$ cat src/hdl/wfs_pkg.sv
package wfs_pkg;

	localparam int PERIOD_W = 16;
	localparam int ERR_W    = 13;
	localparam int RATE_W   = 12;
	localparam int GAIN_W   = 8;
	localparam int CFG_IDX_W = 3;

	localparam int ERR_MAX = 2 ** (ERR_W - 1) - 1;
	localparam int ERR_MIN = -(2 ** (ERR_W - 1));

	// wall-follow thresholds
	localparam int WALL_MID   = 55;
	localparam int RIGHT_SEEN = 25;
	localparam int LEFT_SEEN  = 20;
	localparam int DEADBAND   = 5;
	localparam int BASE_RESET = 18000;

	typedef enum logic [CFG_IDX_W-1:0] {
		REG_ACCEL_RATE    = 3'd0,
		REG_ACCEL_LIMIT   = 3'd1,
		REG_DECEL_RATE    = 3'd2,
		REG_DECEL_LIMIT   = 3'd3,
		REG_PROP_GAIN     = 3'd4,
		REG_DERIV_GAIN    = 3'd5,
		REG_RELOAD_PERIOD = 3'd6
	} cfg_reg_t;

endpackage

$ cat src/hdl/wall_follow_pd_steering_top.sv
// Channel   Dir  Handshake            Payload
// in        in   in_valid / in_stall  left_reading, right_reading, ramp_down, reload_base
// out       out  out_valid / out_stall left_period, right_period, steer_error, base_period
// cfg       in   cfg_valid / cfg_ready cfg_index, cfg_data (ready always high)
//
// One request per clock, sustained while out_stall stays low. The input register
// holds the clamped steering error, the result register takes the ramp and PD
// step (two small multiplies and the saturating adds).
// Reset restores all config registers, base period 18000 and last error 0.
// A stalled result holds; the input register keeps taking requests until it
// is full behind the stalled result, then in_stall rises.
module wall_follow_pd_steering_top #(
	parameter int SENSOR_BITS = 12
) (
	input  logic                                 clk,
	input  logic                                 arst_n,
	input  logic                                 in_valid,
	output logic                                 in_stall,
	input  logic [SENSOR_BITS-1:0]               left_reading,
	input  logic [SENSOR_BITS-1:0]               right_reading,
	input  logic                                 ramp_down,
	input  logic                                 reload_base,
	output logic                                 out_valid,
	input  logic                                 out_stall,
	output logic [wfs_pkg::PERIOD_W-1:0]         left_period,
	output logic [wfs_pkg::PERIOD_W-1:0]         right_period,
	output logic signed [wfs_pkg::ERR_W-1:0]     steer_error,
	output logic [wfs_pkg::PERIOD_W-1:0]         base_period,
	input  logic                                 cfg_valid,
	output logic                                 cfg_ready,
	input  logic [wfs_pkg::CFG_IDX_W-1:0]        cfg_index,
	input  logic [wfs_pkg::PERIOD_W-1:0]         cfg_data
);
	import wfs_pkg::*;

	// error math needs two bits over the reading: sign and subtract headroom
	localparam int EW    = SENSOR_BITS + 2;
	localparam int PD_W  = ERR_W + GAIN_W + 3;
	localparam int SUM_W = PD_W + 1;

	// config registers
	logic [RATE_W-1:0]   accel_rate_q, decel_rate_q;
	logic [PERIOD_W-1:0] accel_limit_q, decel_limit_q, reload_period_q;
	logic [GAIN_W-1:0]   prop_gain_q, deriv_gain_q;

	// loop state
	logic [PERIOD_W-1:0]     base_q;
	logic signed [ERR_W-1:0] last_err_q;

	// input stage
	logic                    valid_s1;
	logic signed [ERR_W-1:0] err_s1;
	logic                    down_s1, reload_s1;

	logic advance;
	assign advance   = !out_valid || !out_stall;
	assign in_stall  = valid_s1 && !advance;
	assign cfg_ready = 1'b1;

	always_ff @(posedge clk or negedge arst_n) begin
		if (!arst_n) begin
			accel_rate_q    <= RATE_W'(10);
			accel_limit_q   <= PERIOD_W'(16000);
			decel_rate_q    <= RATE_W'(50);
			decel_limit_q   <= PERIOD_W'(20000);
			prop_gain_q     <= GAIN_W'(1);
			deriv_gain_q    <= '0;
			reload_period_q <= PERIOD_W'(BASE_RESET);
		end else if (cfg_valid) begin
			case (cfg_reg_t'(cfg_index))
				REG_ACCEL_RATE:    accel_rate_q    <= cfg_data[RATE_W-1:0];
				REG_ACCEL_LIMIT:   accel_limit_q   <= cfg_data;
				REG_DECEL_RATE:    decel_rate_q    <= cfg_data[RATE_W-1:0];
				REG_DECEL_LIMIT:   decel_limit_q   <= cfg_data;
				REG_PROP_GAIN:     prop_gain_q     <= cfg_data[GAIN_W-1:0];
				REG_DERIV_GAIN:    deriv_gain_q    <= cfg_data[GAIN_W-1:0];
				REG_RELOAD_PERIOD: reload_period_q <= cfg_data;
				default: ;
			endcase
		end
	end

	// ---- steering error from the raw readings ----
	logic signed [EW-1:0]    rd_s, ld_s, raw_err;
	logic signed [31:0]      raw_x;
	logic signed [ERR_W-1:0] err_c, err_d;

	always_comb begin
		rd_s = $signed({2'b00, right_reading});
		ld_s = $signed({2'b00, left_reading});
		if (right_reading > RIGHT_SEEN) begin
			raw_err = rd_s - $signed(EW'(WALL_MID));
		end else if (left_reading > LEFT_SEEN) begin
			raw_err = $signed(EW'(WALL_MID)) - ld_s;
		end else begin
			raw_err = '0;
		end
		raw_x = 32'(raw_err);
		if (raw_x > ERR_MAX) begin
			err_c = ERR_W'(ERR_MAX);
		end else if (raw_x < ERR_MIN) begin
			err_c = ERR_W'(ERR_MIN);
		end else begin
			err_c = raw_x[ERR_W-1:0];
		end
		// deadband: small errors count as centered
		if (err_c > -DEADBAND && err_c < DEADBAND) begin
			err_d = '0;
		end else begin
			err_d = err_c;
		end
	end

	always_ff @(posedge clk or negedge arst_n) begin
		if (!arst_n) begin
			valid_s1 <= 1'b0;
		end else if (!in_stall) begin
			valid_s1 <= in_valid;
		end
	end

	always_ff @(posedge clk) begin
		if (!in_stall && in_valid) begin
			err_s1    <= err_d;
			down_s1   <= ramp_down;
			reload_s1 <= reload_base;
		end
	end

	// ---- ramp of the base period ----
	logic [PERIOD_W:0]   up_sum;
	logic [PERIOD_W-1:0] base_nx;

	always_comb begin
		up_sum = {1'b0, base_q} + (PERIOD_W + 1)'(decel_rate_q);
		base_nx = base_q;
		if (reload_s1) begin
			base_nx = reload_period_q;
		end else if (down_s1) begin
			if (base_q < decel_limit_q) begin
				base_nx = up_sum[PERIOD_W] ? '1 : up_sum[PERIOD_W-1:0];
			end
		end else begin
			if (base_q > accel_limit_q) begin
				base_nx = (PERIOD_W'(accel_rate_q) > base_q) ? '0
				          : base_q - PERIOD_W'(accel_rate_q);
			end
		end
	end

	// ---- PD term and motor periods ----
	logic signed [ERR_W:0]          diff;
	logic signed [ERR_W+GAIN_W:0]   p_term;
	logic signed [ERR_W+GAIN_W+1:0] d_term;
	logic signed [PD_W-1:0]         pd;
	logic signed [SUM_W-1:0]        base_x, l_sum, r_sum;

	function automatic logic [PERIOD_W-1:0] sat_period(input logic signed [SUM_W-1:0] v);
		logic [PERIOD_W-1:0] r;
		if (v < 0) begin
			r = '0;
		end else if (v > $signed(SUM_W'({PERIOD_W{1'b1}}))) begin
			r = '1;
		end else begin
			r = v[PERIOD_W-1:0];
		end
		return r;
	endfunction

	always_comb begin
		diff   = {err_s1[ERR_W-1], err_s1} - {last_err_q[ERR_W-1], last_err_q};
		p_term = err_s1 * $signed({1'b0, prop_gain_q});
		d_term = diff * $signed({1'b0, deriv_gain_q});
		pd     = PD_W'(p_term) + PD_W'(d_term);
		base_x = $signed(SUM_W'(base_nx));
		l_sum  = base_x - SUM_W'(pd);
		r_sum  = base_x + SUM_W'(pd);
	end

	always_ff @(posedge clk or negedge arst_n) begin
		if (!arst_n) begin
			out_valid  <= 1'b0;
			base_q     <= PERIOD_W'(BASE_RESET);
			last_err_q <= '0;
		end else if (advance) begin
			out_valid <= valid_s1;
			if (valid_s1) begin
				base_q     <= base_nx;
				last_err_q <= err_s1;
			end
		end
	end

	always_ff @(posedge clk) begin
		if (advance && valid_s1) begin
			left_period  <= sat_period(l_sum);
			right_period <= sat_period(r_sum);
			steer_error  <= err_s1;
			base_period  <= base_nx;
		end
	end

endmodule

$ cat config.mk
export PLATFORM = sky130hd
export DESIGN_NAME = wall_follow_pd_steering_top
export DESIGN_NICKNAME = d
export VERILOG_FILES = /design/src/hdl/wfs_pkg.sv /design/src/hdl/wall_follow_pd_steering_top.sv
export SDC_FILE = /design/constraint.sdc
export NUM_CORES = 1
export LEC_CHECK = 0
export BUFFER_PORTS_ARGS = -buffer_cell sky130_fd_sc_hd__clkbuf_2
export CAP_MARGIN = 20
export CORE_MARGIN = 4
export CORE_UTILIZATION = 45
export DETAILED_ROUTE_END_ITERATION = 10
export GPL_TIMING_DRIVEN = 0
export PLACE_DENSITY = 0.68
export SYNTH_ARGS = -nofsm -noshare
export SYNTH_HDL_FRONTEND = slang
export SYNTH_SLANG_ARGS = --single-unit
$ cat constraint.sdc
create_clock -name clk -period 11.74 [get_ports clk]
set_clock_uncertainty 0.2 [all_clocks]
set_input_delay 2.348 -clock clk [delete_from_list [all_inputs] [get_ports clk]]
set_output_delay 2.348 -clock clk [all_outputs]
set_load 0.01 [all_outputs]
==> summary.md <==
| Metric | Value |
|---|---|
| Status | `completed` |
| Ant diodes | `0` |
| Synth top area cells | `fa_1 (21%), ha_1 (11%), dfrtp_1 (11%), edfxtp_1 (11%), inv_1 (6.6%)` |
| R2R Path Start | `err_s1[2]` |
| FF+latch count, synth | `195` |
| R2R Setup Slk | `820 ps` |
| IO Port Bufs | `110` |
| Clock tree from TritonCTS | `built` |
| Ys async rst share | `0.610` |
| Setup WS pre-CTS | `128 ps` |
| Hold Path Class | `reg -> reg` |
| Global Route Usage Sum | `0.211` |
| Slew HR | `0.232` |
| Post-route setup slack | `between 800 and 900 ps` |
| Global route total overflow | `0` |
| Final net count | `between 2000 and 3000` |
| EDFF count, synth | `76` |
| Initial DRC count | `1155` |
| Area Overhead vs Synth | `9.46%` |
| Setup CP Type | `reg -> reg` |
| Share of layout cells above drive strength 1 | `0.124` |
| Num rows | `79` |
| Fin. Hold Viols | `0` |
| Clk pin slew, worst setup/hold paths | `70 ps` |
| Hold Buf Count CTS | `0` |
| Worst r2r dst | `right_period[0]` |
| CP Buf/Inv Count | `5` |
| Worst Path Arrival | `10900 ps` |
| Post-Synthesis Cells | `2259` |
| Crit-path slowest cell | `edfxtp_1` |
| CP Max Fanout | `11` |
| Inserted Clock Buffers | `17` |
| Final Cell Area | `23300 sq um` |
| RSZ-0062 raised after global routing | `no` |
| Placed Area | `22700 sq um` |
| Final period util | `0.930` |
| Hold path cells | `1` |
| Via density | `around 5.5` |
| Clock Sinks | `slightly below 200` |
| Clock root cell | `clkbuf_16` |
| Fin cells | `3018` |
| DRT Wirelength | `53.5 mm` |
| Max-cap violations | `0` |
| Wire per inst | `17.7 microns` |
| Dpl cells | `2981` |
| DRC | `0` |
| Die Wd | `226 microns` |
| Number of I/O pins | `114` |
| Number of global-route vias before repair | `16300` |
| Yosys top cell area share | `0.206` |
| Worst setup SP type | `register` |
| Setup Total Neg Slack | `0 ps` |
| Largest stage delay, worst path | `roughly 560 ps` |
| Initial Util | `0.457` |
| Mapped cell area | `21300 sq um` |
| Hold path start | `valid_s1` |
| Die Height | `around 230 microns` |
| Seq/Total Area, Yosys | `0.248` |
| H-tree levels | `4` |
| Post-synthesis net count | `2715` |
| R2R cell count | `37` |
| Worst Path Required | `11720 ps` |
| Routability cong. | `0.913` |
| Core Region | `between 40000 and 50000 sq um` |
| Minimum clock period | `10920 ps` |
| Max Clk Rate | `slightly above 90 MHz` |
| Initial antenna violation count | `0` |
| Worst-Margin Slew | `about 1100 ps` |
| End of the worst hold path | `out_valid` |
| Cell accounting for the most synthesized area | `fa_1` |
| Global-route wire length before repair | `86.0 mm` |
| Setup Viol. Count Final | `0` |
| Total die area | `between 50000 and 60000 sq um` |
| Total number of vias | `16500` |
| Critical path's top delay family | `adder cells` |
| Worst-Skew Late Latency | `450 ps` |
| Final Slew Violations | `0` |
| Avg Inst Size Synth | `roughly 9.4 sq um` |
| Synth Warn # | `0` |
| Unique masters post-synth | `91` |
| Pre-Repair DR Iteration Count | `5` |
| Largest net degree at the start of global routing | `78` |
| Post-DRT Antenna Nets | `0` |
| Most used cell, CP | `fa_1` |
| CTS Buffer Depth | `2` |
| Post-synth top flop | `dfrtp_1` |
| CP endpoint kind | `register` |
| Hpwl dp | `44.5 mm` |
## worst max-delay path by stage
stage | startpoint | to | cells past startpoint
6_report | err_s1[2] | right_period[0] | 37
3_5_place_dp | err_s1[0] | right_period[6] | 38
4_1_cts | err_s1[0] | right_period[6] | 38
3_3_place_gp | err_s1[0] | right_period[8] | 37
5_1_grt | err_s1[2] | right_period[1] | 33
2_1_floorplan | err_s1[0] | right_period[10] | 37
## layout make-up
class,instances,area (sq um)
fillers,4341,23300
multi-input cells,1609,14300
flip-flops and latches,195,5290
inverters,376,1410
well taps,607,759
repair buffers,121,656
clock buffers,17,425
plain buffers,78,323
clock inverters,15,131
## cell usage after synthesis, drive strengths merged (8+ instances only)
library cell	number
a211oi	19
a21boi	15
a21o	44
a21oi	100
a221oi	13
a22oi	8
a31oi	10
and2	86
and3	13
buf	8
clkbuf	71
dfrtp	92
dfstp	27
edfxtp	76
fa	219
ha	187
inv	376
mux2	81
mux2i	13
nand2	211
nand2b	35
nand3	28
nand4	10
nor2	112
nor2b	24
nor3	27
nor4	10
o21a	18
o21ai	105
o21bai	10
o22ai	14
or3	11
xnor2	64
xor2	25
## cell usage in the layout (no fill, tap or decap), types with 10 or more instances in the layout
cell type | Yosys | final
inv_1 | 376 | 376
fa_1 | 219 | 219
nand2_1 | 211 | 211
ha_1 | 187 | 187
nor2_1 | 112 | 112
clkbuf_2 | 0 | 109
o21ai_0 | 102 | 101
a21oi_1 | 98 | 97
dfrtp_1 | 92 | 92
and2_1 | 86 | 86
mux2_2 | 81 | 81
edfxtp_1 | 76 | 76
clkbuf_1 | 71 | 69
xnor2_1 | 64 | 62
a21o_1 | 44 | 44
nand2b_1 | 34 | 34
nand3_1 | 27 | 27
dfstp_2 | 27 | 27
nor3_1 | 26 | 26
nor2b_1 | 24 | 24
xor2_1 | 25 | 23
o21a_1 | 18 | 18
clkbuf_16 | 0 | 17
a211oi_1 | 17 | 16
a21boi_0 | 15 | 15
o22ai_1 | 14 | 14
mux2i_1 | 13 | 13
and3_1 | 12 | 12
a221oi_1 | 11 | 11
or3_1 | 11 | 11
nand4_1 | 10 | 10
o21bai_1 | 10 | 10
a31oi_1 | 10 | 10
buf_4 | 2 | 10
## registers in the layout (all words and copies together), names as in the netlist
name / flops
accel_limit_q: 16
accel_rate_q: 12
base_period: 16
base_q: 16
decel_limit_q: 16
decel_rate_q: 12
deriv_gain_q: 8
down_s1: 1
err_s1: 13
last_err_q: 13
left_period: 16
out_valid: 1
prop_gain_q: 8
reload_period_q: 16
reload_s1: 1
right_period: 16
steer_error: 13
valid_s1: 1
## per-layer routing
metal	share of wire	up-vias	track usage
met5	0	-	0
met4	0.021	0	0.0549
met3	0.059	68	0.0282
met2	0.44	549	0.326
met1	0.48	8101	0.315
li1	-	7795	-
## cell families (layout without fill, tap and decap cells)
group,count (synthesis),in the layout,share of synthesized area
simple gates,595,595,0.137
buf+inv,455,607,0.0813
compound gates,424,424,0.132
fa+ha+maj,406,406,0.315
flops,195,195,0.248
mux,94,94,0.0489
xor+xnor,89,89,0.0366
other cells,1,1,0.000176
## worst reg2reg max path, delay by kind of cell (launching register included)
kind / cells / cell delay (ps)
mux: 1 / 310
xor+xnor: 2 / 520
simple gates: 4 / 1000
fa+ha+maj: 9 / 4160
buf+inv: 5 / 520
compound gates: 16 / 3380
flops: 1 / 560
## through the flow
stage / hold WS (ps) / util
after global placement: 273 / 0.485
after CTS: 305 / 0.498
after floorplan: 252 / -
after global routing: 314 / 0.500
after detailed placement: 283 / 0.487
final: 305 / 0.500
## what timing repair did
item,4_1_cts,5_1_grt
resized for setup,0,8
setup buffers,0,6
setup endpoints to repair,0,32
Power is not shown: default switching activity piles up to over one toggle a cycle in this logic, so the estimate is an artifact.
